File: src/sv/tcss_pkg.sv
// shared types and constants for the cooling spray sequencer
package tcss_pkg;

  localparam logic [1:0] PH_IDLE  = 2'd0;
  localparam logic [1:0] PH_COOL  = 2'd1;
  localparam logic [1:0] PH_SPRAY = 2'd2;

  localparam logic OP_TICK   = 1'b0;
  localparam logic OP_CANCEL = 1'b1;

  localparam logic [2:0] REG_COOLING_ENABLE   = 3'd0;
  localparam logic [2:0] REG_COOLING_MINUTES  = 3'd1;
  localparam logic [2:0] REG_SESSIONS_PER_DAY = 3'd2;
  localparam logic [2:0] REG_SPRAY_ENABLE     = 3'd3;
  localparam logic [2:0] REG_SPRAY_SECONDS    = 3'd4;

  localparam logic [7:0]  NO_SLOT     = 8'd255;
  localparam logic [5:0]  WINDOW_MIN  = 6'd5;
  localparam logic [4:0]  HOUR_NOON   = 5'd12;
  localparam logic [4:0]  HOUR_MORN   = 5'd8;
  localparam logic [4:0]  HOUR_EVE    = 5'd20;
  localparam logic [15:0] MS_PER_MIN  = 16'd60000;
  localparam logic [9:0]  MS_PER_S    = 10'd1000;

  // floor(x / 1000) == (x * RECIP_1000) >> RECIP_SHIFT for any 32-bit x
  localparam logic [28:0] RECIP_1000  = 29'd274877907;
  localparam int          RECIP_SHIFT = 38;

  typedef struct packed {
    logic       operation;
    logic [4:0] clock_hour;
    logic [5:0] clock_minute;
    logic [4:0] clock_day;
    logic [31:0] now_ms;
  } in_t;

  typedef struct packed {
    logic [1:0]  mode;
    logic        heater_fan_override;
    logic        humidifier_override;
    logic [15:0] seconds_in_state;
    logic [13:0] cooling_remaining_s;
    logic [7:0]  last_slot_done;
  } out_t;

  // state stage result handed to the scaling stages
  typedef struct packed {
    logic [1:0]  phase;
    logic [31:0] elapsed_ms;
    logic [23:0] remain_ms;
    logic [7:0]  done_slot;
  } mid_t;

endpackage

File: src/sv/tcss_core.sv
// input register, configuration registers and session state update
module tcss_core (
  input  logic              clk,
  input  logic              rst,
  input  logic              en,
  input  logic              in_valid,
  input  tcss_pkg::in_t     in_data,
  input  logic              cfg_wr_en,
  input  logic [2:0]        cfg_index,
  input  logic [7:0]        cfg_data,
  output logic              mid_valid,
  output tcss_pkg::mid_t    mid
);

  logic          cooling_enable;
  logic [7:0]    cooling_minutes;
  logic [1:0]    sessions_per_day;
  logic          spray_enable;
  logic [7:0]    spray_seconds;

  logic          in_v;
  tcss_pkg::in_t in_reg;

  logic [1:0]    phase;
  logic [31:0]   phase_start_ms;
  logic [4:0]    seen_day;
  logic [7:0]    done_slot;
  logic [7:0]    latched_cool_minutes;
  logic          latched_spray_on;
  logic [7:0]    latched_spray_seconds;

  logic [1:0]    phase_next;
  logic [7:0]    done_slot_next;
  logic          restart;
  logic          latch;
  logic          is_cancel;
  logic          day_change;
  logic [7:0]    done_eff;
  logic          disabled;
  logic          in_window;
  logic          slot;
  logic          slot_done;
  logic [31:0]   elapsed_old;
  logic [31:0]   elapsed_post;
  logic [23:0]   target_cool;
  logic [17:0]   target_spray;
  logic [7:0]    cool_min_next;
  logic [23:0]   target_post;
  logic [23:0]   remain_ms;
  logic [7:0]    finish_slot;

  always_ff @(posedge clk) begin
    if (rst) begin
      cooling_enable   <= 1'b0;
      cooling_minutes  <= 8'd0;
      sessions_per_day <= 2'd0;
      spray_enable     <= 1'b0;
      spray_seconds    <= 8'd0;
    end else if (cfg_wr_en) begin
      unique case (cfg_index)
        tcss_pkg::REG_COOLING_ENABLE:   cooling_enable   <= cfg_data[0];
        tcss_pkg::REG_COOLING_MINUTES:  cooling_minutes  <= cfg_data;
        tcss_pkg::REG_SESSIONS_PER_DAY: sessions_per_day <= cfg_data[1:0];
        tcss_pkg::REG_SPRAY_ENABLE:     spray_enable     <= cfg_data[0];
        tcss_pkg::REG_SPRAY_SECONDS:    spray_seconds    <= cfg_data;
        default: ;
      endcase
    end
  end

  always_comb begin
    is_cancel   = (in_reg.operation == tcss_pkg::OP_CANCEL);
    day_change  = !is_cancel && (in_reg.clock_day != seen_day);
    done_eff    = day_change ? tcss_pkg::NO_SLOT : done_slot;
    disabled    = !cooling_enable || (cooling_minutes == 8'd0) || (sessions_per_day == 2'd0);
    elapsed_old = in_reg.now_ms - phase_start_ms;

    // selector three behaves as two slots a day
    if (sessions_per_day == 2'd1) begin
      in_window = (in_reg.clock_hour == tcss_pkg::HOUR_NOON);
      slot      = 1'b0;
    end else begin
      in_window = (in_reg.clock_hour == tcss_pkg::HOUR_MORN) ||
                  (in_reg.clock_hour == tcss_pkg::HOUR_EVE);
      slot      = (in_reg.clock_hour == tcss_pkg::HOUR_EVE);
    end
    in_window = in_window && (in_reg.clock_minute < tcss_pkg::WINDOW_MIN);
    slot_done = (done_eff != tcss_pkg::NO_SLOT) && ({7'd0, slot} <= done_eff);

    target_cool  = 24'(latched_cool_minutes * tcss_pkg::MS_PER_MIN);
    target_spray = 18'(latched_spray_seconds * tcss_pkg::MS_PER_S);
    finish_slot  = (done_eff == tcss_pkg::NO_SLOT) ? 8'd0 : done_eff + 8'd1;

    phase_next     = phase;
    done_slot_next = done_eff;
    restart        = 1'b0;
    latch          = 1'b0;

    if (is_cancel) begin
      phase_next = tcss_pkg::PH_IDLE;
      restart    = 1'b1;
    end else if (disabled) begin
      if (phase != tcss_pkg::PH_IDLE) begin
        phase_next = tcss_pkg::PH_IDLE;
        restart    = 1'b1;
      end
    end else begin
      unique case (phase)
        tcss_pkg::PH_IDLE: begin
          if (in_window && !slot_done) begin
            phase_next = tcss_pkg::PH_COOL;
            restart    = 1'b1;
            latch      = 1'b1;
          end
        end
        tcss_pkg::PH_COOL: begin
          if (elapsed_old >= {8'd0, target_cool}) begin
            restart = 1'b1;
            if (latched_spray_on && (latched_spray_seconds != 8'd0)) begin
              phase_next = tcss_pkg::PH_SPRAY;
            end else begin
              phase_next     = tcss_pkg::PH_IDLE;
              done_slot_next = finish_slot;
            end
          end
        end
        default: begin
          if (elapsed_old >= {14'd0, target_spray}) begin
            restart        = 1'b1;
            phase_next     = tcss_pkg::PH_IDLE;
            done_slot_next = finish_slot;
          end
        end
      endcase
    end

    elapsed_post  = restart ? 32'd0 : elapsed_old;
    cool_min_next = latch ? cooling_minutes : latched_cool_minutes;
    target_post   = 24'(cool_min_next * tcss_pkg::MS_PER_MIN);
    if ((phase_next == tcss_pkg::PH_COOL) && (elapsed_post < {8'd0, target_post})) begin
      remain_ms = target_post - elapsed_post[23:0];
    end else begin
      remain_ms = 24'd0;
    end
  end

  always_ff @(posedge clk) begin
    if (rst) begin
      in_v                  <= 1'b0;
      mid_valid             <= 1'b0;
      phase                 <= tcss_pkg::PH_IDLE;
      phase_start_ms        <= 32'd0;
      seen_day              <= 5'd0;
      done_slot             <= tcss_pkg::NO_SLOT;
      latched_cool_minutes  <= 8'd0;
      latched_spray_on      <= 1'b0;
      latched_spray_seconds <= 8'd0;
    end else if (en) begin
      in_v      <= in_valid;
      mid_valid <= in_v;
      if (in_v) begin
        phase     <= phase_next;
        done_slot <= done_slot_next;
        if (day_change) begin
          seen_day <= in_reg.clock_day;
        end
        if (restart) begin
          phase_start_ms <= in_reg.now_ms;
        end
        if (latch) begin
          latched_cool_minutes  <= cooling_minutes;
          latched_spray_on      <= spray_enable;
          latched_spray_seconds <= spray_seconds;
        end
      end
    end
  end

  always_ff @(posedge clk) begin
    if (en) begin
      in_reg         <= in_data;
      mid.phase      <= phase_next;
      mid.elapsed_ms <= elapsed_post;
      mid.remain_ms  <= remain_ms;
      mid.done_slot  <= done_slot_next;
    end
  end

endmodule

File: src/sv/tcss_scale.sv
// millisecond to second conversion by reciprocal multiply, and the result register
module tcss_scale (
  input  logic            clk,
  input  logic            rst,
  input  logic            en,
  input  logic            mid_valid,
  input  tcss_pkg::mid_t  mid,
  output logic            out_valid,
  output tcss_pkg::out_t  out_data
);

  logic        prod_v;
  logic [60:0] elapsed_prod;
  logic [52:0] remain_prod;
  logic [1:0]  prod_phase;
  logic [7:0]  prod_done;

  always_ff @(posedge clk) begin
    if (rst) begin
      prod_v    <= 1'b0;
      out_valid <= 1'b0;
    end else if (en) begin
      prod_v    <= mid_valid;
      out_valid <= prod_v;
    end
  end

  always_ff @(posedge clk) begin
    if (en) begin
      elapsed_prod <= 61'(mid.elapsed_ms * tcss_pkg::RECIP_1000);
      remain_prod  <= 53'(mid.remain_ms * tcss_pkg::RECIP_1000);
      prod_phase   <= mid.phase;
      prod_done    <= mid.done_slot;

      out_data.mode                <= prod_phase;
      out_data.heater_fan_override <= (prod_phase == tcss_pkg::PH_COOL);
      out_data.humidifier_override <= (prod_phase == tcss_pkg::PH_SPRAY);
      out_data.seconds_in_state    <= elapsed_prod[tcss_pkg::RECIP_SHIFT +: 16];
      out_data.cooling_remaining_s <= remain_prod[tcss_pkg::RECIP_SHIFT +: 14];
      out_data.last_slot_done      <= prod_done;
    end
  end

endmodule

File: src/sv/timed_cooling_spray_sequencer_unit.sv
// top level of the daily cooling and spray session sequencer
// pipeline: an accepted request passes through in_reg, mid and the product registers to out_data
// throughput: one request per cycle; the whole pipeline stalls only while a result
//   waits on out_ready
// reset: synchronous rst clears the configuration, the session state and all valids
module timed_cooling_spray_sequencer_unit (
  input  logic            clk,
  input  logic            rst,
  input  logic            in_valid,
  output logic            in_ready,
  input  tcss_pkg::in_t   in_data,
  output logic            out_valid,
  input  logic            out_ready,
  output tcss_pkg::out_t  out_data,
  input  logic            cfg_wr_en,
  input  logic [2:0]      cfg_index,
  input  logic [7:0]      cfg_data
);

  logic           en;
  logic           mid_valid;
  tcss_pkg::mid_t mid;

  assign en       = !out_valid || out_ready;
  assign in_ready = en;

  tcss_core u_core (
    .clk       (clk),
    .rst       (rst),
    .en        (en),
    .in_valid  (in_valid),
    .in_data   (in_data),
    .cfg_wr_en (cfg_wr_en),
    .cfg_index (cfg_index),
    .cfg_data  (cfg_data),
    .mid_valid (mid_valid),
    .mid       (mid)
  );

  tcss_scale u_scale (
    .clk       (clk),
    .rst       (rst),
    .en        (en),
    .mid_valid (mid_valid),
    .mid       (mid),
    .out_valid (out_valid),
    .out_data  (out_data)
  );

endmodule

File: config.mk
export PLATFORM = sky130hd
export DESIGN_NAME = timed_cooling_spray_sequencer_unit
export DESIGN_NICKNAME = d
export VERILOG_FILES = /design/src/sv/tcss_pkg.sv /design/src/sv/tcss_core.sv /design/src/sv/tcss_scale.sv /design/src/sv/timed_cooling_spray_sequencer_unit.sv
export SDC_FILE = /design/constraint.sdc
export NUM_CORES = 2
export LEC_CHECK = 0
export ABC_AREA = 1
export BUFFER_PORTS_ARGS = -buffer_cell sky130_fd_sc_hd__buf_2
export CAP_MARGIN = 10
export CORE_ASPECT_RATIO = 0.7
export CORE_MARGIN = 2
export CORE_UTILIZATION = 45
export CTS_BUF_LIST = sky130_fd_sc_hd__clkbuf_2 sky130_fd_sc_hd__clkbuf_4 sky130_fd_sc_hd__clkbuf_8
export DETAILED_ROUTE_END_ITERATION = 7
export HOLD_SLACK_MARGIN = 0.1
export PLACE_DENSITY = 0.64
export SYNTH_ARGS = -nofsm -noshare
export SYNTH_HDL_FRONTEND = slang
export SYNTH_SLANG_ARGS = --single-unit
File: constraint.sdc
create_clock -name clk -period 19.79 [get_ports clk]
set_input_delay 0.9895 -clock clk [delete_from_list [all_inputs] [get_ports clk]]
set_output_delay 0.9895 -clock clk [all_outputs]
set_load 0.05 [all_outputs]
### Yosys cells after proc, flatten, opt, wreduce, memory -nomap -nowiden

Index checks and enable logic that the tools add are counted.

* add/sub/neg operators: 3
* multipliers: 5
* magnitude comparators: 5
* equal/unequal tests: 15
* multiplexer cells: 30
* reductions and logical operators: 29

Operator list (count)
* 8-bit two-way mux: 8
* 32-bit by 29-bit multiplier with 54-bit output (second input constant): 1
* 24-bit by 29-bit multiplier with 52-bit output (second input constant): 1
* 8-bit by 11-bit multiplier with 19-bit output (second input constant): 2
* 32-bit by 18-bit >= comparator with 1-bit output: 1
* 32-bit by 24-bit >= comparator with 1-bit output: 1
* 32-bit by 24-bit < comparator with 1-bit output: 1
* 32-bit two-way mux: 1
* 32-bit subtractor: 1
* 24-bit subtractor: 1
* 8-bit one-hot mux with 2 select lines: 1
* 8-bit by 7-bit multiplier with 15-bit output (second input constant): 1
* 2-bit two-way mux: 7
* 2-bit AND reduction: 6
* 1-bit two-way mux: 11
* 5-bit by 4-bit == test with 1-bit output (second input constant): 2
* 3-bit AND reduction: 3
* 8-bit by 1-bit adder with 8-bit output (second input constant): 1
* 2-bit by 1-bit == test with 1-bit output (second input constant): 4
* 8-bit == test (second input constant): 1
* 1-bit by 8-bit <= comparator with 1-bit output: 1
* 8-bit zero test: 1
* 8-bit != test (second input constant): 1
* 8-bit nonzero test: 1
* other kinds (15): 28

* register bits: 361
* bits of input ports: 65
* output and inout bits: 44
* logic and storage cells: 122

### Longest topological paths before layout

* word-level depth: 15
* mapped depth: 55
* depth with buffers taken out: 53

### Hierarchy

A second synthesis with hierarchy kept.

* cells, all modules: 5752
* area, all modules: 47088.9 sq um

By module, submodules not included
* tcss_scale: times used 1, cells an instance 3570, area an instance 29896.2 sq um, sequential area each 2502.4 sq um
* tcss_core: times used 1, cells an instance 2180, area an instance 17185.2 sq um, sequential area each 5175.0 sq um
* timed_cooling_spray_sequencer_unit: times used 1, cells an instance 2, area an instance 7.5 sq um, sequential area each 0.0 sq um

### Worst setup path before layout

OpenSTA, ideal clock, no wires.

* path type: register to register
* from: register u_core.in_reg[32] (netlist bit)
* to: register u_core.mid[26] (netlist name)
* setup time: 0.138 ns
* arrival: 7.673 ns
* required time: 19.652 ns
* setup slack: 11.979 ns
* stages on the path, launching flop included: 48
* path buffers: 2
* period minus slack after synthesis: 7.811 ns
* cell sequence: edfxtp_1 -> xor2_1 -> nor3_1 -> nand3_1 -> nand2_1 -> inv_1 -> buf_4 -> nor2_1 -> inv_1 -> ha_1 -> nor3_1 -> nand4_1 -> nand2_1 -> nand3_1 -> inv_1 -> nand3_1 -> o21ai_0 -> inv_1 -> [12 not listed] -> o21bai_1 -> a21oi_1 -> o21bai_1 -> nand2_1 -> nand2_1 -> a21oi_1 -> o21ai_0 -> xor2_1 -> inv_1 -> ha_1 -> inv_1 -> o21bai_1 -> a211oi_1 -> nand3_4 -> clkinv_2 -> buf_6 -> nand2_1 -> nor2_1

* word-level cells in the longest chain between the ends: 15
* elaborated cells on any way between the ends: 26
* those cells by class: add/sub: 1; mul: 1; order compare: 2; eq/ne: 3; mux: 14; reduce/logical: 5

Ends and longest elaborated chain
* start, declared: RTL line tcss_core.sv:22 `tcss_pkg::in_t in_reg;`
* start signal, assigned: RTL line tcss_core.sv:181 `in_reg <= in_data;`
* 5-bit != test (*): RTL line tcss_core.sv:73 `day_change = !is_cancel && (in_reg.clock_day != seen_day);`
* 1-bit logical AND (*): RTL line tcss_core.sv:73
* 8-bit two-way mux (*): RTL line tcss_core.sv:74 `done_eff = day_change ? tcss_pkg::NO_SLOT : done_slot;`
* 1-bit by 8-bit <= comparator with 1-bit output or 8-bit != test (tied branches): RTL line tcss_core.sv:88 `slot_done = (done_eff != tcss_pkg::NO_SLOT) && ({7'd0, slot} <= done_eff);`
* 1-bit logical AND (*): RTL line tcss_core.sv:88
* 1-bit zero test (*): RTL line tcss_core.sv:110 `if (in_window && !slot_done) begin`
* 1-bit logical AND (*): RTL line tcss_core.sv:110
* 1-bit two-way mux (*): RTL line tcss_core.sv:110
* 1-bit two-way mux (*): RTL line tcss_core.sv:108 `unique case (phase)`
* 1-bit two-way mux (*): RTL line tcss_core.sv:102 `end else if (disabled) begin`
* 1-bit two-way mux (*): RTL line tcss_core.sv:99 `if (is_cancel) begin`
* 8-bit two-way mux (*): RTL line tcss_core.sv:138 `cool_min_next = latch ? cooling_minutes : latched_cool_minutes;`
* net u_core.cool_min_next[6]: RTL line tcss_core.sv:47 `logic [7:0] cool_min_next;`
* 8-bit by 11-bit multiplier with 19-bit output (*): RTL line tcss_core.sv:139 `target_post = 24'(cool_min_next * tcss_pkg::MS_PER_MIN);`
* 32-bit by 24-bit < comparator with 1-bit output: RTL line tcss_core.sv:140 `if ((phase_next == tcss_pkg::PH_COOL) && (elapsed_post < {8'd0, target_post})) begin`
* 1-bit logical AND: RTL line tcss_core.sv:140

Mark *: on every way through the listed nets, which the timed path passes. The rest lies on a longest branch.
A chain may end at the register's enable or synchronous reset.

### Final worst setup path

* from: register u_core.latched_cool_minutes[6]
* to: register u_core.mid[12] (netlist name)

* word-level cells in the longest chain between the ends: 9
* elaborated cells on any way between the ends: 17
* those cells by class: add/sub: 1; mul: 2; order compare: 2; eq/ne: 1; mux: 10; reduce/logical: 1

Ends and longest elaborated chain
* start, declared: RTL line tcss_core.sv:28 `logic [7:0] latched_cool_minutes;`
* start signal, assigned: RTL line tcss_core.sv:171 `latched_cool_minutes <= cooling_minutes;`
* 8-bit by 11-bit multiplier with 19-bit output: RTL line tcss_core.sv:90 `target_cool = 24'(latched_cool_minutes * tcss_pkg::MS_PER_MIN);`
* 32-bit by 24-bit >= comparator with 1-bit output: RTL line tcss_core.sv:117 `if (elapsed_old >= {8'd0, target_cool}) begin`
* 1-bit two-way mux: RTL line tcss_core.sv:117
* 1-bit one-hot mux with 2 select lines: RTL line tcss_core.sv:108
* 1-bit two-way mux: RTL line tcss_core.sv:102
* 1-bit two-way mux: RTL line tcss_core.sv:99
* 32-bit two-way mux: RTL line tcss_core.sv:137 `elapsed_post = restart ? 32'd0 : elapsed_old;`
* 32-bit by 24-bit < comparator with 1-bit output: RTL line tcss_core.sv:140
* 1-bit logical AND: RTL line tcss_core.sv:140

Several ways; a longest one is shown, not always the timed one.

==> flow_summary.toml <==
[cells_and_area]
area_growth_pct = 7.54
mostFrequentLayoutCells = "inv_1, ha_1, fa_1"
final_nets = 6554
largest_reg_flops = 66
drive_gt1_share_pct = 5.25
final.fill_count = 9260
final_common_cell = "inv_1"
final_cell_area_um2 = 47300

[critical_path]
crit_required_ps = 20180
arrival_ps = 9650
cp_slowest_cell = "dfxtp_1"
timing.rr.start = "u_core.latched_cool_minutes[6]$_SDFFE_PP0P_"
reg2reg_to = "u_core.mid[12]$_SDFFCE_PN0N_"
end_kind = "flop"
critPathKind = "flop to flop"
cpPeakStageDelay_ps = 570
r2r_slack_ps = 10520
critPathMaxFanout = 21
rr_worst_depth = 45
critPathMostFrequentCell = "a21oi_1"
cp-start-kind = "flop"

[die]
die_w_um = 378
die_h_um = 266
io_pins = 109
dieArea_um2 = 100000
num_rows = 95
initial_core_util_pct = 45.6
placeableCoreArea_um2 = 96400

[logic_synthesis]
synth_area_per_cell_um2 = 8.96
dominantRegCellSynth = "edfxtp_1"
yosysSeqAreaShare_pct = 17.5
synth_area_um2 = 44000
yosys_register_bits = 285
synthDistinctLibCells = 61
async_flop_share_pct = 0
synth_edf_count = 197
ys_warn_count = 0
syn_inst = 4912
syn-num-nets = 6409

[route]
drt_wl_total_um = 114000
drc = 0
num_vias = 32200
drt_iter0_markers = 2195
avgRoutedWirePerCell_um = 17.8
ant_nets = 0
detail_route.vias_per_cell = 5.02
first_pass_iters = 6

[sta]
fmax_mhz = 108
hold_viol = 0
setup_viol = 0
finClkSkew_ps = 29.3
final.setup.tns_ps = 0
maxSlewHeadroom_pct = 28.3
fin_crit_ps = 9270
worstMarginPinSlew_ps = 1080
timing.final.ws_setup_ps = 10520
rsz0062_at_grt = "no"
period_share_pct = 46.8
slew_viol_final = 0
holdWs_ps = 406

[clock_network]
cts_max_level = 2
clock_sinks = 285
cts_hold_buffers = 0
clk_latency_ps = 650
root_buffer = "clkbuf_8"
path_clk_slew_ps = 60
clock_path_buffers = 3
numCtsBuffers = 53
tritoncts = "yes"
ctsResizeCount = 0
postCtsSetupBuffers = 0

[placement]
placed_cell_area_um2 = 46100
dpl.hpwl_um = 97000
place_congestion = 0.948
place_ws_ps = 10690
port_buffers = 108

[run_status]
status = "finished clean"

[worst_hold_path]
hp-start = "u_core.mid[0]$_DFFE_PN_"
worstHoldPathType = "flop to flop"
whs_endpoint = "u_scale.prod_done[0]$_DFFE_PN_"
hold_depth = 0

[grt]
overflow = 0
antenna_found_initial = 1
groute.usage.overall_pct = 23.4
grt_pass1_vias = 32200
grt_max_degree = 86
grt_pass1_wl_um = 182000

[job]
drv_cap = 0
==> final cells by class <==
| class | count | area [µm²] | share of cell area, % |
|---|---|---|---|
| multi-input cells | 3205 | 30900 | 65.4 |
| flip-flops and latches | 285 | 7680 | 16.2 |
| inverters | 1394 | 5250 | 11.1 |
| well taps | 1309 | 1640 | 3.46 |
| clock buffers | 70 | 888 | 1.88 |
| repair buffers | 118 | 616 | 1.30 |
| clock inverters | 30 | 314 | 0.664 |
| diodes | 2 | 5.00 | 0.0106 |
==> cell usage after synthesis (7+ instances only) <==
cell,count,share of area [%]
edfxtp_1,197,13
ha_1,865,25
xor2_1,71,1.4
nand2_2,8,0.11
a211oi_1,12,0.20
o21a_1,14,0.24
dfxtp_1,88,4.0
nor2_1,291,2.5
o211ai_1,11,0.19
nand3_1,94,1.1
o221ai_1,7,0.14
a21boi_0,7,0.12
clkbuf_1,15,0.13
nand4_1,25,0.36
nor3_1,31,0.35
a21oi_1,297,3.4
a31oi_1,26,0.37
o21ai_0,172,2.0
nand2_1,547,4.7
fa_1,567,26
nor4_1,16,0.23
o21ai_1,23,0.26
o21bai_1,13,0.22
or2_2,8,0.11
inv_1,1383,12
nor2_2,7,0.10
a21oi_2,10,0.20
xnor2_1,32,0.64
==> logic make-up (layout without fill, tap and decap cells) <==
kind of cell | after synthesis | in the layout | synth area share [%]
and+or+nand+nor | 1050 | 1050 | 9.99
xor gates and xnor gates | 105 | 105 | 2.12
AOI/OAI and AO/OA | 618 | 618 | 7.78
adders and majority gates | 1432 | 1432 | 50.4
DFF | 285 | 285 | 17.5
other | 0 | 2 | 0
buffers and inverters | 1422 | 1612 | 12.2
==> worst max path at each step <==
stage	endpoint	start	slack, ps
6_report	u_core.mid[12]$_SDFFCE_PN0N_	u_core.latched_cool_minutes[6]$_SDFFE_PP0P_	10520
5_1_grt	u_core.mid[16]$_SDFFCE_PN0N_	u_core.latched_cool_minutes[6]$_SDFFE_PP0P_	9690
4_1_cts	u_core.mid[12]$_SDFFCE_PN0N_	u_core.in_reg[32]$_DFFE_PN_	10640
3_5_place_dp	u_core.mid[12]$_SDFFCE_PN0N_	u_core.in_reg[32]$_DFFE_PN_	10690
3_3_place_gp	u_core.mid[12]$_SDFFCE_PN0N_	u_core.latched_spray_seconds[1]$_SDFFE_PP0P_	10960
2_1_floorplan	u_core.mid[26]$_SDFFCE_PN0N_	u_core.in_reg[32]$_DFFE_PN_	11980
==> worst max-delay path: cells and delay by family (launching register included) <==
kind | cells | cell delay, ps
XOR/XNOR | 1 | 140
buffers and inverters | 4 | 670
AND/OR/NAND/NOR | 16 | 1880
adder cells (fa/ha/maj) | 7 | 2690
AO/OA/AOI/OAI | 17 | 3010
flip-flops | 1 | 570
==> layer usage <==
metal  global-route usage, %  up-vias  part of all wire, %
met1                    37.1    15500                   50
li1                        -    15700                    -
met2                    33.0      936                   40
met5                       0        -                    0
met4                    3.12        0                  1.2
met3                    4.77       77                  8.3
==> stage by stage <==
step / std cells / utilization (%)
2_1_floorplan: 4912 / -
3_3_place_gp: 6310 / 47.8
3_5_place_dp: 6310 / 47.8
4_1_cts: 6410 / 49.1
5_1_grt: 6412 / 49.1
6_report: 6413 / 49.1
Power is left out: the tool's default activity adds up to more than one toggle a clock period on the data nets, which glitch-free logic cannot reach.
